[config.mk]
export PLATFORM = sky130hd
export DESIGN_NAME = imsq_res_queue
export DESIGN_NICKNAME = d
export VERILOG_FILES = /design/src/hdl/i2c_master_message_sequencer_unit_assert.svh /design/src/hdl/imsq_pkg.sv /design/src/hdl/imsq_res_queue.sv
export SDC_FILE = /design/constraint.sdc
export NUM_CORES = 1
export LEC_CHECK = 0
export BUFFER_PORTS_ARGS = -buffer_cell sky130_fd_sc_hd__buf_2
export CAP_MARGIN = 20
export CORE_MARGIN = 1
export CORE_UTILIZATION = 42
export DETAILED_ROUTE_END_ITERATION = 8
export HOLD_SLACK_MARGIN = 0.08
export PLACE_DENSITY_LB_ADDON = 0.15
export RECOVER_POWER = 50
export SLEW_MARGIN = 20
export SYNTH_ARGS = -nofsm -noshare
export SYNTH_HDL_FRONTEND = slang
export SYNTH_SLANG_ARGS = --single-unit
[constraint.sdc]
create_clock -name clk -period 3.4 [get_ports clk]
set_input_delay 0 -clock clk [delete_from_list [all_inputs] [get_ports clk]]
set_output_delay 0 -clock clk [all_outputs]
set_load 0.1 [all_outputs]
[src/hdl/i2c_master_message_sequencer_unit_assert.svh]
// assertion macros for the message sequencer
`ifndef I2C_MASTER_MESSAGE_SEQUENCER_UNIT_ASSERT_SVH
`define I2C_MASTER_MESSAGE_SEQUENCER_UNIT_ASSERT_SVH

`ifndef SYNTH

`define IMSQ_ASSERT_IMP(lbl, clk, rst, ante, cons) \
  lbl: assert property (@(posedge clk) disable iff (rst) (ante) |-> (cons)) \
    else $error("imsq assertion failed");

`define IMSQ_ASSERT_NXT(lbl, clk, rst, ante, cons) \
  lbl: assert property (@(posedge clk) disable iff (rst) (ante) |=> (cons)) \
    else $error("imsq assertion failed");

`else

`define IMSQ_ASSERT_IMP(lbl, clk, rst, ante, cons)

`define IMSQ_ASSERT_NXT(lbl, clk, rst, ante, cons)

`endif

`endif

[src/hdl/imsq_pkg.sv]
`default_nettype none

package imsq_pkg;

  localparam int STORE_DEPTH = 1024;
  localparam int AW          = $clog2(STORE_DEPTH);
  localparam int MAX_MSGS    = 8;
  localparam int MW          = $clog2(MAX_MSGS);
  localparam int IN_DEPTH    = 4;
  localparam int IN_AW       = $clog2(IN_DEPTH);
  localparam int OUT_DEPTH   = 4;
  localparam int OUT_AW      = $clog2(OUT_DEPTH);
  localparam int LVL_W       = $clog2(OUT_DEPTH + 1);
  localparam int IN_LVL_W    = $clog2(IN_DEPTH + 1);

  localparam logic [2:0] CMD_LOAD_BYTE = 3'd0;
  localparam logic [2:0] CMD_LOAD_DESC = 3'd1;
  localparam logic [2:0] CMD_START     = 3'd2;
  localparam logic [2:0] CMD_EVENT     = 3'd3;
  localparam logic [2:0] CMD_TIMEOUT   = 3'd4;
  localparam logic [2:0] CMD_READ      = 3'd5;

  localparam logic [3:0] EV_RX   = 4'b0001;
  localparam logic [3:0] EV_TX   = 4'b0010;
  localparam logic [3:0] EV_COMP = 4'b0100;
  localparam logic [3:0] EV_ERR  = 4'b1000;

  localparam logic [1:0] STAT_NONE    = 2'd0;
  localparam logic [1:0] STAT_OK      = 2'd1;
  localparam logic [1:0] STAT_IO_ERR  = 2'd2;
  localparam logic [1:0] STAT_TIMEOUT = 2'd3;

  typedef struct packed {
    logic [2:0]  cmd;
    logic [9:0]  buf_index;
    logic [7:0]  byte_value;
    logic [2:0]  msg_index;
    logic [6:0]  dev_addr;
    logic        is_read;
    logic [10:0] msg_length;
    logic [3:0]  msg_count;
    logic        ev_error;
    logic        ev_rx_ready;
    logic        ev_tx_ready;
    logic        ev_tx_complete;
  } in_item_t;

  typedef struct packed {
    logic       mode_load;
    logic [6:0] target_addr;
    logic       read_mode;
    logic       send_start;
    logic       send_stop;
    logic       tx_valid;
    logic [7:0] tx_byte;
    logic [3:0] watch_mask;
    logic       done_res;
    logic [1:0] status;
    logic [7:0] read_data;
  } res_item_t;

  typedef struct packed {
    logic [6:0]  addr;
    logic        rd;
    logic [10:0] len;
  } desc_t;

  typedef struct packed {
    logic load_byte;
    logic load_desc;
    logic start;
    logic ev;
    logic timeout;
    logic read;
  } kind_t;

  typedef struct packed {
    kind_t       kind;
    logic [3:0]  ev_flags;
    logic [9:0]  buf_index;
    logic [7:0]  byte_value;
    logic [2:0]  msg_index;
    desc_t       desc;
    logic [3:0]  msg_count;
  } work_t;

endpackage

`default_nettype wire

[src/hdl/imsq_res_queue.sv]
`default_nettype none

module imsq_res_queue
  import imsq_pkg::*;
(
  input  wire logic      clk,
  input  wire logic      rst,
  input  wire logic      in_push,
  input  wire res_item_t in_data,
  output logic [LVL_W-1:0] level,
  output logic           empty,
  input  wire logic      pop,
  output res_item_t      res
);

  res_item_t         q [OUT_DEPTH];
  logic [OUT_AW-1:0] wr_ptr;
  logic [OUT_AW-1:0] rd_ptr;
  logic              pop_ok;

  assign empty  = (level == '0);
  assign res    = q[rd_ptr];
  assign pop_ok = pop && !empty;

  always_ff @(posedge clk) begin
    if (rst) begin
      wr_ptr <= '0;
      rd_ptr <= '0;
      level  <= '0;
    end else begin
      if (in_push) begin
        wr_ptr <= wr_ptr + 1'b1;
      end
      if (pop_ok) begin
        rd_ptr <= rd_ptr + 1'b1;
      end
      unique case ({in_push, pop_ok})
        2'b10:   level <= level + 1'b1;
        2'b01:   level <= level - 1'b1;
        default: level <= level;
      endcase
    end
  end

  always_ff @(posedge clk) begin
    if (in_push) begin
      q[wr_ptr] <= in_data;
    end
  end

endmodule

`default_nettype wire

==> Word-level counts from Yosys, hierarchy flattened <==
Memory sizes are Yosys's and may differ from the RTL's. A register that Yosys moved wholly into a read port is not among the register bits.
Cells that the tools add are included.
{ "totals": {"romBits": 0, "elab_cells": 19, "out_inout_bits": 39, "latch_bits": 0, "in_bits": 39, "ff_bits": 7, "n_memories": 1, "ramBits": 140} }
{ "classes": {"magnitude_cmp": 0, "div_mod_pow": 0, "mux": 5, "bitwise_logic": 0, "n_addsub": 4, "eq_ne": 2, "mul": 0, "n_reduce_logical": 4, "n_shift": 0} }
{ "memory_table": {"columns": ["name", "depth", "word_bits", "read_ports", "rd_ports_with_merged_regs", "write_ports", "line", "rtl"], "rows": [
  ["q", 4, 35, 1, 1, 1, "imsq_res_queue.sv:16", "res_item_t q [OUT_DEPTH];"]
]} }
{ "op_table": {"columns": ["op", "count"], "rows": [
  ["$pmux W3 S2", 1],
  ["$add A2 B1 Y2 const B", 2],
  ["$mux W2", 2],
  ["$add A3 B1 Y3 const B", 1],
  ["$logic_not A3 Y1", 1],
  ["$sub A3 B1 Y3 const B", 1],
  ["$eq A2 B1 Y1 const B", 1],
  ["$eq A2 B2 Y1 const B", 1],
  ["$mux W1", 2],
  ["$reduce_bool A2 Y1", 1],
  ["$logic_and A1 B1 Y1", 1],
  ["$logic_not A1 Y1", 1]
]} }

==> Logic depth before layout (Yosys ltp) <==
{ "depth": {"ltp_word": 5, "mapped_depth": 8, "ltp_nobuf": 8} }

==> Worst setup path before layout <==
Ideal clock, no wire load.
{ "synth_path": {"path_type": "register -> register", "startpoint": "register level[0]", "endpoint": "register with a tool-made name", "setup_time_ns": 0.078, "setup_slack_ns": -0.165, "t_arrival_ns": 3.487, "required_time_ns": 3.322, "n_path_buf": 0, "stages_incl_launch_ff": 4, "period_less_slack_ns": 3.565, "path_cell_list": "dfxtp_1 nor3_1 o21ai_0 a21oi_1"} }
{ "synth_rtl": {"columns": ["element", "line", "rtl"], "rows": [
  ["start: declaration", "imsq_res_queue.sv:10", "output logic [LVL_W-1:0] level,"],
  ["start signal: assignment", "imsq_res_queue.sv:38", "2'b10: level <= level + 1'b1;"],
  ["start signal: assignment", "imsq_res_queue.sv:39", "2'b01: level <= level - 1'b1;"],
  ["start signal: assignment", "imsq_res_queue.sv:40", "default: level <= level;"]
]} }

==> Worst setup path after layout <==
{ "layout_path": {"startpoint": "register wr_ptr[0]", "endpoint": "memory q[2][21] (netlist bit), enable pin"} }
{ "layout_rtl": {"columns": ["element", "line", "rtl"], "rows": [
  ["start: declaration", "imsq_res_queue.sv:17", "logic [OUT_AW-1:0] wr_ptr;"],
  ["start signal: assignment", "imsq_res_queue.sv:32", "wr_ptr <= wr_ptr + 1'b1;"],
  ["end: declaration", "imsq_res_queue.sv:16", null]
]} }
No word-level cell before the write port.

==> results.ini <==
[detailed_routing]
drtIter0Drc = 138
drc = 0
viasPerCell = 4.89
ant_nets = 0
route.vias.total = 2658
wl_um = 9530
drt-pass1-iter-count = 4
wl_per_cell_um = 17.5

[placed_design]
io_buffers = 77
gp_congestion = 0.676
dp_hpwl_um = 5280

[yosys]
avgSynthCellArea_um2 = 23.9
syn_inst = 232
synth_warnings = 0
synth-seq-cells = 149
syn_area_um2 = 5550
synth_nets = 277
synth_cell_types = 23
ys_seq_area_frac = 0.791

[timing]
clock_skew_ps = 7.28
fin_tns_setup_ps = 0
fin_crit_sh = 0.700
rsz0062_at_grt = no
fin_crit_ps = 2380
finalHoldViolations = 0
relSlewSlack = -0.238
worst_slew_pin_slew_ps = 1860
drv_slew = 72
fmax_ghz = 0.420
setup_viol = 0

[finish]
fillers = 1051
diodes = 0
nNetsFinal = 404
syn_to_final_growth_pct = 28.4
drive_gt1_frac = 0.282

[hold_path]
min_to = q[0][19]$_DFFE_PP_
whs_path_depth = 2
min-delay-start = in_data[19]
hold_path.class = in -> reg

[grt]
grt_pass1_vias = 2759
grt_overflow = 0
gr-usage-all-layers = 0.153
grt_max_degree = 36
grt_pass1_wl_um = 14500
antenna_found_initial = 0

[setup_path]
max_stage_delay_ps = 1370
cp_max_fo = 35
reg2reg_slack_ps = 1020
crit_path_cell_trace = inv_1 -> ha_1 -> and2_1
critPathTopFamily = simple AND/OR/NAND/NOR gates
critPathLaunchType = flop
r2r_cells = 3
r2r_end = q[2][21]$_DFFE_PP_
r2r_start = wr_ptr[0]$_SDFFE_PP0P_
critPathRequiredTime_ps = 3410
worst_path_max_delay_cell = and2_1
critical_path_buf_inv_count = 1
path_class = reg -> reg
crit_arrival_ps = 2390
crit_path_end_kind = flop

[clock_tree]
ctsHoldBuffers = 39
tritoncts = done
worstSkewPairLatency_ps = 420
cts_resized = 0
clk_pin_slew_ps = 60
root_buffer = clkbuf_16
cts_buffer_depth = 2
postCtsSetupRepairBufs = 0
cts_buffers = 17
h-tree-depth = 4
clock_sinks = 149

[floorplanning]
initial_core_util = 0.436
coreArea_um2 = 12700
die_h_um = 117
pin_count = 78
dieArea_um2 = 13700
num_rows = 41
die_w_um = 117

[outcome]
status = complete, but fails checks
violations = max-capacitance violations, max-slew violations

[power_and_ir_drop]
p_per_area_nw_per_um2 = 880
power_leakage_nw = 2.39
p_total_mw = 6.26
irDropWorstVdd_mv = 0.681

[job]
cap_viol_max_count = 2

[cells in the mapped netlist, drive strengths merged]
cell type  count  area (µm²)
o21ai          2        10.0
or3            2        12.5
mux2i          1        10.0
xor2           3        26.3
fa             1        20.0
dfxtp          9         180
inv            7        26.3
xnor2          1        8.76
buf            7        86.3
nor2           7        26.3
nand2          1        3.75
ha             5        62.6
mux4          35         807
clkbuf         2        8.75
and2           4        25.0
nor3           1        5.00
a21oi          3        15.0
edfxtp       140        4200
o31ai          1        7.51
[layout by cell type, fill, tap and decap left out, drive strengths merged]
cell and n:
o31ai 1, mux2i 1, a21oi 3, bufinv 7, clkbuf 56, o21ai 2
nor3 1, or3 2, buf 39, ha 5, dfxtp 9, and2 4
nand2 1, xnor2 1, clkinv 5, nor2 7, inv 8, edfxtp 140
xor2 3, clkinvlp 2, mux4 35, fa 1, dlygate4sd3 39
[how the worst max path moves through the flow]
stage / startpoint / depth (start not counted) / end
2_1_floorplan: level[0]$_SDFFE_PP0P_ / 3 / flop
3_3_place_gp: flop / 3 / res[28]
3_5_place_dp: level[0]$_SDFFE_PP0P_ / 8 / level[2]$_SDFFE_PP0P_
4_1_cts: flop / 3 / res[28]
5_1_grt: wr_ptr[0]$_SDFFE_PP0P_ / 3 / q[2][21]$_DFFE_PP_
6_report: wr_ptr[0]$_SDFFE_PP0P_ / 3 / q[2][21]$_DFFE_PP_
[through the flow]
step           instances   util  cell area, µm²  hold WS (ps)  setup slack, ps
2_1_floorplan        232      -            5550          98.9              827
6_report             544  0.560            7120           383             1020
4_1_cts              544  0.564            7180           316             1050
3_3_place_gp         473  0.478            6080           212             1500
3_5_place_dp         473  0.478            6080           219             1520
5_1_grt              544  0.560            7120           407              849
[routing by layer]
layer / up-vias / track usage / part of all wire
met2: 65 / 0.252 / 0.50
met1: 1358 / 0.185 / 0.44
met3: 13 / 0.0417 / 0.041
met4: 0 / 0.0810 / 0.019
met5: - / 0 / 0
li1: 1222 / - / -
[sequential cells by signal (all words and copies together) (netlist names), named ones only]
register / count
level: 3
q: 140
rd_ptr: 2
wr_ptr: 2
[layout make-up]
cell class | instances | area (µm²) | area share
clock inverter | 15 | 278 | 0.0390
timing repair buffer | 117 | 747 | 0.105
inverter | 7 | 26.3 | 0.00369
clock buffer | 17 | 425 | 0.0597
multi-input combinational | 67 | 1040 | 0.146
sequential | 149 | 4390 | 0.616
tap | 172 | 215 | 0.0302
[where the power goes]
part / switching, mW / internal (mW) / total (mW)
Sequential: 0.0940 / 2.12 / 2.22
Combinational: 1.45 / 0.417 / 1.86
Clock: 0.727 / 1.46 / 2.18
[cell families (layout without fill, tap and decap cells)]
kind of cell,count (synthesis),count (layout),synth area share
flops,149,149,0.791
simple gates,15,15,0.0131
mux,36,36,0.147
fa+ha+maj,6,6,0.0149
xor+xnor,4,4,0.00632
compound gates,6,6,0.00587
buf+inv,16,156,0.0219
(Power assumes the default switching activity.)
