`src/hdl/i2c_master_message_sequencer_unit_assert.svh`:
```
// assertion macros for the message sequencer
`ifndef I2C_MASTER_MESSAGE_SEQUENCER_UNIT_ASSERT_SVH
`define I2C_MASTER_MESSAGE_SEQUENCER_UNIT_ASSERT_SVH

`ifndef SYNTH

`define IMSQ_ASSERT_IMP(lbl, clk, rst, ante, cons) \
  lbl: assert property (@(posedge clk) disable iff (rst) (ante) |-> (cons)) \
    else $error("imsq assertion failed");

`define IMSQ_ASSERT_NXT(lbl, clk, rst, ante, cons) \
  lbl: assert property (@(posedge clk) disable iff (rst) (ante) |=> (cons)) \
    else $error("imsq assertion failed");

`else

`define IMSQ_ASSERT_IMP(lbl, clk, rst, ante, cons)

`define IMSQ_ASSERT_NXT(lbl, clk, rst, ante, cons)

`endif

`endif

```
`src/hdl/imsq_pkg.sv`:
```
`default_nettype none

package imsq_pkg;

  localparam int STORE_DEPTH = 1024;
  localparam int AW          = $clog2(STORE_DEPTH);
  localparam int MAX_MSGS    = 8;
  localparam int MW          = $clog2(MAX_MSGS);
  localparam int IN_DEPTH    = 4;
  localparam int IN_AW       = $clog2(IN_DEPTH);
  localparam int OUT_DEPTH   = 4;
  localparam int OUT_AW      = $clog2(OUT_DEPTH);
  localparam int LVL_W       = $clog2(OUT_DEPTH + 1);
  localparam int IN_LVL_W    = $clog2(IN_DEPTH + 1);

  localparam logic [2:0] CMD_LOAD_BYTE = 3'd0;
  localparam logic [2:0] CMD_LOAD_DESC = 3'd1;
  localparam logic [2:0] CMD_START     = 3'd2;
  localparam logic [2:0] CMD_EVENT     = 3'd3;
  localparam logic [2:0] CMD_TIMEOUT   = 3'd4;
  localparam logic [2:0] CMD_READ      = 3'd5;

  localparam logic [3:0] EV_RX   = 4'b0001;
  localparam logic [3:0] EV_TX   = 4'b0010;
  localparam logic [3:0] EV_COMP = 4'b0100;
  localparam logic [3:0] EV_ERR  = 4'b1000;

  localparam logic [1:0] STAT_NONE    = 2'd0;
  localparam logic [1:0] STAT_OK      = 2'd1;
  localparam logic [1:0] STAT_IO_ERR  = 2'd2;
  localparam logic [1:0] STAT_TIMEOUT = 2'd3;

  typedef struct packed {
    logic [2:0]  cmd;
    logic [9:0]  buf_index;
    logic [7:0]  byte_value;
    logic [2:0]  msg_index;
    logic [6:0]  dev_addr;
    logic        is_read;
    logic [10:0] msg_length;
    logic [3:0]  msg_count;
    logic        ev_error;
    logic        ev_rx_ready;
    logic        ev_tx_ready;
    logic        ev_tx_complete;
  } in_item_t;

  typedef struct packed {
    logic       mode_load;
    logic [6:0] target_addr;
    logic       read_mode;
    logic       send_start;
    logic       send_stop;
    logic       tx_valid;
    logic [7:0] tx_byte;
    logic [3:0] watch_mask;
    logic       done_res;
    logic [1:0] status;
    logic [7:0] read_data;
  } res_item_t;

  typedef struct packed {
    logic [6:0]  addr;
    logic        rd;
    logic [10:0] len;
  } desc_t;

  typedef struct packed {
    logic load_byte;
    logic load_desc;
    logic start;
    logic ev;
    logic timeout;
    logic read;
  } kind_t;

  typedef struct packed {
    kind_t       kind;
    logic [3:0]  ev_flags;
    logic [9:0]  buf_index;
    logic [7:0]  byte_value;
    logic [2:0]  msg_index;
    desc_t       desc;
    logic [3:0]  msg_count;
  } work_t;

endpackage

`default_nettype wire

```
`src/hdl/imsq_front.sv`:
```
`default_nettype none

module imsq_front
  import imsq_pkg::*;
(
  input  wire logic     clk,
  input  wire logic     rst,
  input  wire logic     push,
  output logic          full,
  input  wire in_item_t req,
  output logic          head_valid,
  output work_t         head,
  input  wire logic     head_pop
);

  work_t                q [IN_DEPTH];
  logic [IN_AW-1:0]     wr_ptr;
  logic [IN_AW-1:0]     rd_ptr;
  logic [IN_LVL_W-1:0]  count;
  work_t                w;
  logic                 push_ok;
  logic                 pop_ok;

  always_comb begin
    w = '0;
    w.ev_flags   = {req.ev_error, req.ev_tx_complete, req.ev_tx_ready, req.ev_rx_ready};
    w.buf_index  = req.buf_index;
    w.byte_value = req.byte_value;
    w.msg_index  = req.msg_index;
    w.desc.addr  = req.dev_addr;
    w.desc.rd    = req.is_read;
    w.desc.len   = req.msg_length;
    w.msg_count  = req.msg_count;
    unique case (req.cmd)
      CMD_LOAD_BYTE: w.kind.load_byte = 1'b1;
      CMD_LOAD_DESC: w.kind.load_desc = 1'b1;
      CMD_START:     w.kind.start     = 1'b1;
      CMD_EVENT:     w.kind.ev        = 1'b1;
      CMD_TIMEOUT:   w.kind.timeout   = 1'b1;
      CMD_READ:      w.kind.read      = 1'b1;
      default:       w.kind           = '0;
    endcase
  end

  assign full       = (count == IN_LVL_W'(IN_DEPTH));
  assign head_valid = (count != '0);
  assign head       = q[rd_ptr];
  assign push_ok    = push && !full;
  assign pop_ok     = head_pop && head_valid;

  always_ff @(posedge clk) begin
    if (rst) begin
      wr_ptr <= '0;
      rd_ptr <= '0;
      count  <= '0;
    end else begin
      if (push_ok) begin
        wr_ptr <= wr_ptr + 1'b1;
      end
      if (pop_ok) begin
        rd_ptr <= rd_ptr + 1'b1;
      end
      unique case ({push_ok, pop_ok})
        2'b10:   count <= count + 1'b1;
        2'b01:   count <= count - 1'b1;
        default: count <= count;
      endcase
    end
  end

  always_ff @(posedge clk) begin
    if (push_ok) begin
      q[wr_ptr] <= w;
    end
  end

endmodule

`default_nettype wire

```
`config.mk`:
```
export PLATFORM = sky130hd
export DESIGN_NAME = imsq_front
export DESIGN_NICKNAME = d
export VERILOG_FILES = /design/src/hdl/i2c_master_message_sequencer_unit_assert.svh /design/src/hdl/imsq_pkg.sv /design/src/hdl/imsq_front.sv
export SDC_FILE = /design/constraint.sdc
export NUM_CORES = 1
export LEC_CHECK = 0
export BUFFER_PORTS_ARGS = -buffer_cell sky130_fd_sc_hd__buf_2
export CAP_MARGIN = 20
export CORE_MARGIN = 10
export CORE_UTILIZATION = 45
export DETAILED_ROUTE_END_ITERATION = 8
export HOLD_SLACK_MARGIN = 0.03
export SETUP_SLACK_MARGIN = 0.3
export SYNTH_ARGS = -nofsm -noshare
export SYNTH_HDL_FRONTEND = slang
export SYNTH_SLANG_ARGS = --single-unit
```
`constraint.sdc`:
```
create_clock -name clk -period 3.2 [get_ports clk]
set_input_delay 0.64 -clock clk [delete_from_list [all_inputs] [get_ports clk]]
set_output_delay 0.64 -clock clk [all_outputs]
set_load 0.1 [all_outputs]
```
======== After elaboration in Yosys (flattened, before gate mapping) ========
Memories as Yosys holds them, arrays and structs flattened. A register that Yosys moved wholly into a read port is not among the register bits.
Cells that the tools add are included.
word-level totals
  input port bits ......................... 55
  memories ................................ 1
  register bits ........................... 7
  logic and storage cells ................. 33
  output and inout port bits .............. 56
  bits in writable memories ............... 216
cells by class
  multiplexer cells ....................... 11
  add/sub/neg operators ................... 4
  equal/unequal tests ..................... 8
  reduce and logical (&&, ||, !) cells .... 6
memories
  name  depth  bits a word  rd ports  clocked after memory_dff  wr ports  RTL line          source
  q     4      54           1         1                         1         imsq_front.sv:16  work_t q [IN_DEPTH];
operator list
  operator             count
  $eq 3x3->1 const B   3
  $mux 1               8
  $eq 3x2->1 const B   2
  $pmux 3 s2           1
  $add 2x1->2 const B  2
  $mux 2               2
  $add 3x1->3 const B  1
  $eq 3x1->1 const B   1
  $logic_not 3->1      1
  $reduce_bool 3->1    1
  $sub 3x1->3 const B  1
  $eq 2x1->1 const B   1
  $eq 2x2->1 const B   1
  $logic_and 1x1->1    2
  $reduce_bool 2->1    1
  $logic_not 1->1      1

======== Depth between registers and ports, before layout ========
Gate-level depths: netlist of run 1.
  depth in word-level cells ............... 5
  mapped depth ............................ 9
  gate-level depth less buffers ........... 9

======== Worst setup path before layout of run 1 ========
OpenSTA, ideal clock, no wires.
  kind .................................... flip-flop to flip-flop
  start ................................... register count[2]
  end ..................................... register count[2]
  path buffers ............................ 0
  data required time ...................... 3.130 ns
  slack ................................... -0.043 ns
  arrival ................................. 3.173 ns
  clock period less this slack ............ 3.243 ns
  stages on the path, launching flop included .. 10
  library setup time ...................... 0.070 ns
  cells stage by stage .................... dfxtp_1 > nor3b_2 > nor2_1 > inv_1 > ha_1 > inv_1 > fa_1 > xor2_1 > or3_1 > a21oi_1
between the ends
  word-level cells in the longest chain between the ends .. 5
  elaborated cells between the ends (all ways) .. 11
  classes of those cells .................. add/sub (2); eq/ne (3); mux (1); reduce/logical (5)
RTL lines
  element                                                 RTL line          source
  start: declaration                                      imsq_front.sv:19  logic [IN_LVL_W-1:0] count;
  start signal: assignment                                imsq_front.sv:64  2'b10: count <= count + 1'b1;
  start signal: assignment                                imsq_front.sv:65  2'b01: count <= count - 1'b1;
  start signal: assignment                                imsq_front.sv:66  default: count <= count;
  $eq 3x3->1 (*)                                          imsq_front.sv:45  assign full = (count == IN_LVL_W'(IN_DEPTH));
  named net full                                          imsq_front.sv:9   output logic full,
  $logic_not 1->1 (*)                                     imsq_front.sv:48  assign push_ok = push && !full;
  $logic_and 1x1->1 (*)                                   imsq_front.sv:48
  $eq 2x1->1 / $eq 2x2->1 (equally long branches)         imsq_front.sv:63  unique case ({push_ok, pop_ok})
  $pmux 3 s2 / $reduce_bool 2->1 (equally long branches)  --
The timed path passes the listed nets; every way through them passes the cells marked *.
A chain may end at the register's enable or synchronous reset.

==> results of run 1 <==
[what timing repair did]
action	4_1_cts	5_1_grt
resized for setup	0	1
setup endpoints to repair	0	3
hold buffers	0	0
[cell usage in the layout (no fill, tap or decap), types with 4 or more instances in the layout]
cell type and n:
nor2_1 7, edfxtp_1 216, mux4_2 50, buf_12 6
and2_2 4, mux4_1 4, buf_2 110, clkinv_2 4
inv_1 7, dfxtp_1 7, clkinv_1 7, clkbuf_16 25
ha_1 5
[stage by stage]
step,util (%),hold slack (ps)
after floorplan,-,481.8
after detailed placement,50.78,514.1
after global routing,54.77,340.1
after CTS,54.75,326.9
final,54.77,349.0
after global placement,50.78,501.5
[worst max path at each step]
stage	startpoint	endpoint	cells after the start
2_1_floorplan	count[2]$_SDFFE_PP0P_	count[2]$_SDFFE_PP0P_	9
3_3_place_gp	flop	head[2]	3
3_5_place_dp	flop	head[2]	3
4_1_cts	flop	head[2]	3
5_1_grt	flop	head[53]	3
6_report	flop	head[7]	3
[layer usage]
layer	share of wire, %	track usage [%]	wire length (µm)
met2	52	22.19	8047
met3	5.5	3.344	856
met4	1.2	3.371	191
met5	0.12	0	18
met1	41	15.44	6413
[area by class of cell]
| cell class | count | area [µm²] |
|---|---|---|
| Clock buffer | 28 | 636.9 |
| Clock inverter | 13 | 83.83 |
| Fill cell | 1435 | 8208 |
| Inverter | 7 | 26.28 |
| Multi-Input combinational cell | 95 | 1553 |
| Sequential cell | 225 | 6671 |
| Tap cell | 229 | 286.5 |
| Timing Repair Buffer | 117 | 681.9 |
[state kept, by name, indices dropped and copies added (netlist names), named ones only]
| signal | cells |
|---|---|
| count | 3 |
| q | 216 |
| rd_ptr | 2 |
| wr_ptr | 2 |
[worst max-delay path, delay by kind of cell (launching register included)]
kind / cells / cell delay, ps
multiplexers: 1 / 280
buffers and inverters: 2 / 770
flip-flops: 1 / 570
[logic make-up (layout without fill, tap and decap cells)]
group | Yosys count | count (layout) | share of synthesized area [%]
mux | 55 | 55 | 14.81
buf+inv | 20 | 165 | 2.046
fa+ha+maj | 6 | 6 | 0.9855
compound gates | 7 | 7 | 0.5077
flops | 225 | 225 | 79.56
simple gates | 23 | 23 | 1.672
xor+xnor | 4 | 4 | 0.4182
==> key figures, run 1 <==
Timing
  • Setup total negative slack: 0 ps
  • Post-route clock period utilization: 86.74%
  • Final Max Tran Viols: 0
  • Min cycle time layout: 2776 ps
  • Fmax: 0.3603 GHz
  • Final Hold Viols: 0
  • Max_slew headroom: 65.90%
  • Worst setup margin: 424.3 ps
  • Final Setup Violations: 0
  • Least-Margin Pin Slew: 515.0 ps
  • Setup Skew: 18.34 ps
  • RSZ-0062 raised after global routing: false

Worst setup path
  • CP Max Fanout: between 40 and 50
  • Reg2Reg Setup Slack: 1020 ps
  • Slowest CP cell: dfxtp_2
  • Req. time, crit path: 2560 ps
  • Critical Path AT: 2140 ps
  • FF-to-FF path depth: 9
  • CP Cell Sequence: buf_12 -> mux4_2 -> buf_2
  • FF-to-FF Start: count[2]$_SDFFE_PP0P_
  • Max stage delay on crit path: 570 ps
  • Worst r2r dst: count[2]$_SDFFE_PP0P_
  • Critical setup path kind: flop to output port
  • CP Capture Type: output port
  • Crit start category: flop

Routing
  • DR vias/cell: 5.329
  • Drt first-iter violations: about 190
  • Via count: ~3800
  • Mean routed wirelength per cell: 21.75 µm
  • # DRC: 0
  • Final WL: 15.53 mm
  • Drt pass-1 iters: 6
  • Final ANT Viol Nets: 0

Floorplan
  • Row cnt: around 50
  • Die area: between 20000 and 25000 µm²
  • Die Wd: 156.5 µm
  • I/O pins: 111
  • Die Height: 156.5 µm
  • Core box area: between 15000 and 20000 µm²
  • Initial cell density of the core: a little under half

Yosys
  • Sequential cell area fraction in the yosys report: roughly four fifths
  • Yosys top cell area share: 77.41%
  • Seq cells post-synth: 225
  • Post-Syn Area per Cell: about 25 µm²
  • Ranking of synthesized cells by area: edfxtp_1 (77%), mux4_2 (13%), dfxtp_1 (2.2%)
  • Syn. warnings: 0
  • Synth Net Count: 401
  • Mapped Cells: 340
  • Mapped Area: 8379 µm²
  • Most frequent cell after synthesis: edfxtp_1
  • Ys async rst share: 0%
  • Top post-synthesis cells by count: edfxtp_1 (216), mux4_2 (50), dfxtp_1 (9)
  • Synth unique cells: 27
  • Synth area leader: edfxtp_1
  • Prevailing post-synth register cell: edfxtp_1
  • Post-synth EDFFs: 216

Layout
  • Diodes inserted: 0
  • Final net count: 531
  • Fin cells: 714
  • Design Area, Final: around 9900 µm²
  • Area Growth Syn to Fin: 18.62%
  • Share of cells above drive strength 1: a little over two fifths

Clock tree
  • Num CTS Buffers: 24
  • H-tree depth: 1
  • CTS Root Buffer Type: clkbuf_16
  • Post-CTS Setup Bufs: 0
  • Reg clk slew, reported paths: 60 ps
  • CTS tree: built
  • Clk buf depth: 3
  • Skew-Pair Late Insertion Delay: 500 ps
  • CTS Sinks: about 230

Hold path
  • Hold path cells: 1
  • Worst hold endpoint: q[0][43]$_DFFE_PP_
  • Hold path startpoint: req[47]
  • Worst hold path type: input port to flop

Global route
  • Grt total ovfl: 0
  • Initial antenna violation count: 1
  • Largest net degree at the start of global routing: 55
  • GRT Overall Usage: 12.74%
  • Vias in the first global route: about 4300
  • First-pass GRT wire length: 24.22 mm

Placed design
  • Port bufs: 110
  • Placer Congestion: between 0.6 and 0.7
  • HPWL Detailed: 9.157 mm
  • Cell Area, Placed: ~9000 µm²
  • Placed cells: 673
  • Worst slack, placed: 833.7 ps

Outcome
  • Run status: completed

Flow run
  • Max-cap violations: 0
Power of run 1 is left out: the tool's default activity adds up to more than one toggle a clock period on the data nets, which glitch-free logic cannot reach.
==> run 2: changes to the inputs <==
Settings changed: CORE_UTILIZATION 45 to 57, PLACE_DENSITY set to 0.79.
==> run 2 against run 1 <==
  * Register-to-register slack improved by 40 ps
  * Worst hold slack gained 22 ps
  * Global-route usage grew 2.3 points
  * Core utilization grew 13 points
  * Highest routed layer is now met4
  * Critical endpoint is now head[53]
  * Critical path depth unchanged
  * Final area shrank 0.78%
  * Sequential cell count stayed put
  * Routed wire length shrank 2.7%
  * Fmax increased by 3.0%
  * Setup slack better by 80 ps
==> key figures, run 2 (synthesized netlist as in run 1, its figures left out) <==
Outcome
  • Run status: completed

Worst setup path
  • Top delay family on crit path: multiplexers
  • Critical Path AT: 2060 ps
  • Critical setup path kind: flop to output port
  • Slowest CP cell: mux4_1
  • CP Max Fanout: 29
  • Crit start category: flop
  • CP Cell Sequence: buf_16 -> mux4_1 -> buf_2
  • Req. time, crit path: 2560 ps
  • Max stage delay on crit path: between 500 and 600 ps
  • CP bufs+invs: 2
  • CP Capture Type: output port

Timing
  • Setup Skew: 9.655 ps
  • Least-Margin Pin Slew: 558.1 ps
  • Max_slew headroom: 62.51%
  • Min cycle time layout: 2696 ps
  • Post-route clock period utilization: around 84%
  • Final Max Tran Viols: 0
  • Setup total negative slack: 0 ps
  • Fmax: 0.3709 GHz
  • Final Hold Viols: 0
  • RSZ-0062 raised after global routing: false
  • Final Setup Violations: 0

Clock tree
  • CTS Root Buffer Type: clkbuf_16
  • Skew-Pair Late Insertion Delay: 480 ps
  • CTS tree: built
  • H-tree depth: 1
  • Cts hold-fix bufs: 0
  • Clk buf depth: 3
  • Reg clk slew, reported paths: 60 ps
  • Num CTS Buffers: 22
  • CTS Sinks: ~230

Layout
  • Final net count: 539
  • Core Util, Final: 68.11%
  • Share of cells above drive strength 1: 43.41%
  • Area Growth Syn to Fin: 17.69%
  • Max reg flops: 216
  • Multi-input gate area: 1553 µm²
  • Most flops, register: q
  • Register Area: 6671 µm²
  • Most common cell after layout, fill and taps aside: edfxtp_1
  • Top Registers: q (216), count (3)
  • Highest-count cells in the layout ignoring fill and taps: edfxtp_1 (216), buf_2 (110), mux4_2 (50)
  • Filler cell count: around 900
  • Diodes inserted: 0
  • Fin cells: around 680

Routing
  • Final WL: between 15 and 20 mm
  • Via count: about 3900
  • Drt first-iter violations: 294
  • Mean routed wirelength per cell: 22.32 µm
  • DR vias/cell: 5.705
  • Final ANT Viol Nets: 0
  • # DRC: 0
  • Drt pass-1 iters: 4

Global route
  • Largest net degree at the start of global routing: 37
  • Initial antenna violation count: 0
  • First-pass GRT wire length: 23.52 mm
  • Vias in the first global route: a little over 4000
  • Grt total ovfl: 0
  • GRT Overall Usage: 15.08%

Placed design
  • HPWL Detailed: 9.404 mm
  • Placed cells: 633
  • Placer Congestion: between 0.6 and 0.7
  • Port bufs: 110

Floorplan
  • Die area: roughly 20000 µm²
  • Die Height: about 140 µm
  • Initial cell density of the core: 57.87%
  • Row cnt: 44
  • I/O pins: between 100 and 150
  • Core box area: 14480 µm²
  • Die Wd: 141.2 µm

Hold path
  • Worst hold path type: input port to flop

Flow run
  • Max-cap violations: 0
## run 2: cell count changes in the layout (fill, tap and decap cells not counted)
cell        delta
clkinv_2       +1
buf_12         -6
buf_8          +1
clkinv_1       -2
clkinvlp_4     -1
buf_4         +15
inv_8          +1
clkbuf_16      -2
buf_16         +1
clkbuf_1       +1
buf_6          -1
## run 2: final cells by class
cell class / count / share of cell area [%]
clock buffers: 27 / 5.988
repair buffers: 127 / 7.156
inverters: 7 / 0.2664
well taps: 184 / 2.334
flip-flops and latches: 225 / 67.65
multi-input cells: 95 / 15.74
clock inverters: 12 / 0.8627
## run 2: timing repair
item,4_1_cts,5_1_grt
gates resized for setup,1,2
hold endpoints to repair,0,0
endpoints found under the setup margin,10,26
buffers inserted,0,5
## run 2: worst register-to-register path, delay by kind of cell (launching register included)
kind	cells	cell delay (ps)
and+or+nand+nor	3	680
adders and majority gates	2	550
DFF	1	400
xor gates and xnor gates	1	160
AOI/OAI and AO/OA	1	160
buffers and inverters	2	140
## run 2: per-stage QoR
step | hold WS, ps | worst slack [ps] | cell area, µm²
2_1_floorplan | 481.8 | 396.2 | 8386
3_3_place_gp | 491.2 | 797.3 | 9134
3_5_place_dp | 523.5 | 790.4 | 9134
4_1_cts | 349.0 | 298.0 | 9813
5_1_grt | 345.5 | 409.1 | 9862
6_report | 370.5 | 504.0 | 9862
## run 2: routing by layer
| metal | wire length (µm) | global-route usage, % | up-vias |
|---|---|---|---|
| li1 | - | - | 1713 |
| met1 | 6317 | 20.13 | 2021 |
| met2 | 7495 | 24.17 | 110 |
| met3 | 1063 | 4.199 | 18 |
| met4 | 238 | 3.587 | 0 |
| met5 | 0 | 0 | - |
## run 2: worst paths after layout
check | cells after the start | to | slack, ps | startpoint
setup / recovery | 3 | head[53] | 500 | flop
hold / removal | 1 | q[2][7]$_DFFE_PP_ | 370 | req[11]
setup reg to reg | 9 | count[2]$_SDFFE_PP0P_ | 1060 | count[2]$_SDFFE_PP0P_
hold reg to reg | 2 | wr_ptr[1]$_SDFFE_PP0P_ | 530 | wr_ptr[1]$_SDFFE_PP0P_
Power of run 2 is left out for the same reason.
==> run 3: changes to the inputs <==
Settings changed: ABC_AREA set to 1.
Clock period 3.2 ns to 2.7 ns, I/O delays scaled along.
==> run 3 against run 2 <==
  * Setup slack worse by 310 ps
  * Final area up 16%
  * Clock skew up 8.4 ps
  * Via count up 48%
  * Critical endpoint is now head[52]
  * Highest routed layer is now met5
==> key figures, run 3 <==
Yosys
  • Syn. warnings: 0
  • Ys async rst share: 0%
  • Mapped Cells: 600
  • Post-Synth Simple-Gate Area: 6.516%
  • Area fraction in compound gates after synthesis: approximately 11%
  • Post-synth EDFFs: 216
  • Sequential cell area fraction in the yosys report: between 70 and 80%
  • Post-Synth Adder-Cell Area: 0.9707%
  • Yosys top cell area share: 76.25%
  • Synth unique cells: 19
  • Mux cell area share after synthesis: 0%
  • Mapped Area: 8507 µm²
  • Top post-synthesis cells by count: edfxtp_1 (216), nor2_1 (118), o21ai_0 (95)
  • Most frequent cell after synthesis: edfxtp_1
  • Synth Net Count: 661
  • Largest family of logic cells by synthesized area: compound AO/OA/AOI/OAI gates
  • Synth area leader: edfxtp_1
  • Ranking of synthesized cells by area: edfxtp_1 (76%), o21ai_0 (5.6%), nor2_1 (5.2%)
  • Seq cells post-synth: ~230
  • Post-synthesis xor/xnor area fraction: 0%
  • Post-Syn Area per Cell: 14.18 µm²
  • Prevailing post-synth register cell: edfxtp_1

Clock tree
  • Num CTS Buffers: 23
  • CTS Root Buffer Type: clkbuf_16
  • H-tree depth: 1
  • CTS Sinks: 225
  • Reg clk slew, reported paths: 70 ps
  • Clk buf depth: 3
  • CTS tree: built
  • Skew-Pair Late Insertion Delay: roughly 500 ps

Timing
  • Setup total negative slack: 0 ps
  • Final Max Tran Viols: 0
  • Min cycle time layout: 2510 ps
  • Least-Margin Pin Slew: 490.4 ps
  • Fmax: between 0.3 and 0.4 GHz
  • Setup Skew: 18.02 ps
  • Final Setup Violations: 0
  • RSZ-0062 raised after global routing: true
  • Post-route clock period utilization: about 93%
  • Final Hold Viols: 0
  • Max_slew headroom: 67.53%

Global route
  • GRT Overall Usage: 17.86%
  • Largest net degree at the start of global routing: 77
  • Vias in the first global route: 5410
  • Met3 Use GR: under 10%
  • Layer with the highest usage: met2
  • First-pass GRT wire length: roughly 29 mm
  • Met1 Track Usage GR: a little under a quarter
  • Initial antenna violation count: 1
  • Grt total ovfl: 0
  • Grt met2 use: 29.85%

Layout
  • Area Growth Syn to Fin: 34.42%
  • Max reg flops: 216
  • Final net count: between 700 and 800
  • Diodes inserted: 0
  • Register Area: between 6000 and 7000 µm²
  • Highest-count cells in the layout ignoring fill and taps: edfxtp_1 (216), nor2_1 (114), o21ai_0 (74)
  • Most common cell after layout, fill and taps aside: edfxtp_1
  • Top Registers: q (216), count (3)
  • Multi-input gate area: 1928 µm²
  • Most flops, register: q
  • Share of cells above drive strength 1: 32.89%
  • Core Util, Final: 78.38%
  • Filler cell count: 773

Floorplan
  • Die area: ~20000 µm²
  • Initial cell density of the core: 58.31%
  • I/O pins: 111
  • Die Height: 142.2 µm
  • Row cnt: 44
  • Die Wd: 142.2 µm
  • Core box area: 14590 µm²

Flow run
  • Max-cap violations: 0

Worst setup path
  • Req. time, crit path: 2160 ps
  • Critical setup path kind: flop to output port
  • Crit start category: flop
  • Critical Path AT: slightly below 2000 ps
  • CP Max Fanout: 32
  • Max stage delay on crit path: approximately 410 ps
  • CP Cell Sequence: buf_4 -> buf_12 -> o21ai_0 -> o22ai_2 -> buf_12
  • Most frequent CP cell: buf_12
  • CP Capture Type: output port
  • Slowest CP cell: dfxtp_4

Placed design
  • HPWL Detailed: ~11 mm
  • Placer Congestion: around 0.76
  • Port bufs: 110

Power
  • Pwr Density: 1261 nW/µm²
  • Pleak: 4.147 nW
  • Largest vdd supply drop: 0.001047 V

Routing
  • Via count: 5709
  • DR vias/cell: 6.106
  • Drt pass-1 iters: 5
  • Mean routed wirelength per cell: roughly 23 µm
  • Final ANT Viol Nets: 0
  • Drt first-iter violations: between 500 and 600
  • # DRC: 0
  • Final WL: 21.38 mm

Outcome
  • Run status: completed

Hold path
  • Worst hold path type: input port to flop
## run 3: changes by cell type after synthesis, moves of 6 or more
cell,previous run,this run
buf_2,5,20
o21ai_0,2,95
o22ai_1,0,54
clkbuf_2,1,7
mux4_2,50,0
o21ai_1,0,15
nand2_1,0,15
nor2_1,7,118
inv_1,7,20
## run 3: repair_timing
action | CTS | global route
setup buffers | 0 | 10
pin swaps | 0 | 2
cloned | 0 | 8
gates resized for setup | 24 | 45
hold buffers | 0 | 0
setup endpoints to repair | 52 | 48
## run 3: logic make-up (layout without fill, tap and decap cells)
group                      count (synthesis)  count (layout)
AOI/OAI and AO/OA                        169             169
adders and majority gates                  6               6
DFF                                      225             225
buffers and inverters                     56             207
and+or+nand+nor                          144             144
## run 3: path summary, 6_finish.rpt
check	from	endpoint	slack (ps)	depth (start not counted)
max	flop	head[52]	190	5
min	req[18]	q[1][14]$_DFFE_PP_	240	1
max reg2reg	count[1]$_SDFFE_PP0P_	count[2]$_SDFFE_PP0P_	610	11
min reg2reg	rd_ptr[1]$_SDFFE_PP0P_	flop	510	2
## run 3: layout make-up
type / instances / share of cell area (%)
Clock buffer: 30 / 5.613
Timing Repair Buffer: 142 / 14.75
Multi-Input combinational cell: 319 / 16.86
Inverter: 22 / 0.8316
Timing Repair inverter: 2 / 0.1532
Clock inverter: 11 / 1.433
Tap cell: 184 / 2.013
Sequential cell: 225 / 58.34
## run 3: critical path, delay by kind of cell (launching register included)
| family | cells | cell delay [ps] |
|---|---|---|
| flops | 1 | 410 |
| compound gates | 2 | 520 |
| buf+inv | 3 | 530 |
## run 3: through the flow
step | cell area [µm²] | setup WS (ps) | std cells | hold WS (ps) | power (mW)
after floorplan | 8875 | 401.7 | 600 | 458.7 | 8.612
after global placement | 10200 | 597.6 | 876 | 473.9 | 10.38
after detailed placement | 10200 | 452.0 | 876 | 490.4 | 10.50
after CTS | 11080 | 244.9 | 917 | 233.0 | 13.92
after global routing | 11430 | 130.7 | 935 | 242.1 | 14.83
final | 11430 | 189.7 | 935 | 243.7 | 14.42
## run 3: report_power, final
group	leakage [nW]	total (mW)	internal (mW)	switching, mW
Combinational	1.69	6.80	2.11	4.69
Sequential	2.06	4.26	4.15	0.104
Clock	0.392	3.36	2.06	1.30
Total	4.15	14.4	8.32	6.10
## run 3: layer usage
metal | wire (µm) | part of all wire, %
met5 | 7 | 0.033
met3 | 1851 | 8.7
met2 | 10760 | 50
met1 | 8352 | 39
met4 | 412 | 1.9
Note: power is estimated with default switching activity, not from simulation.
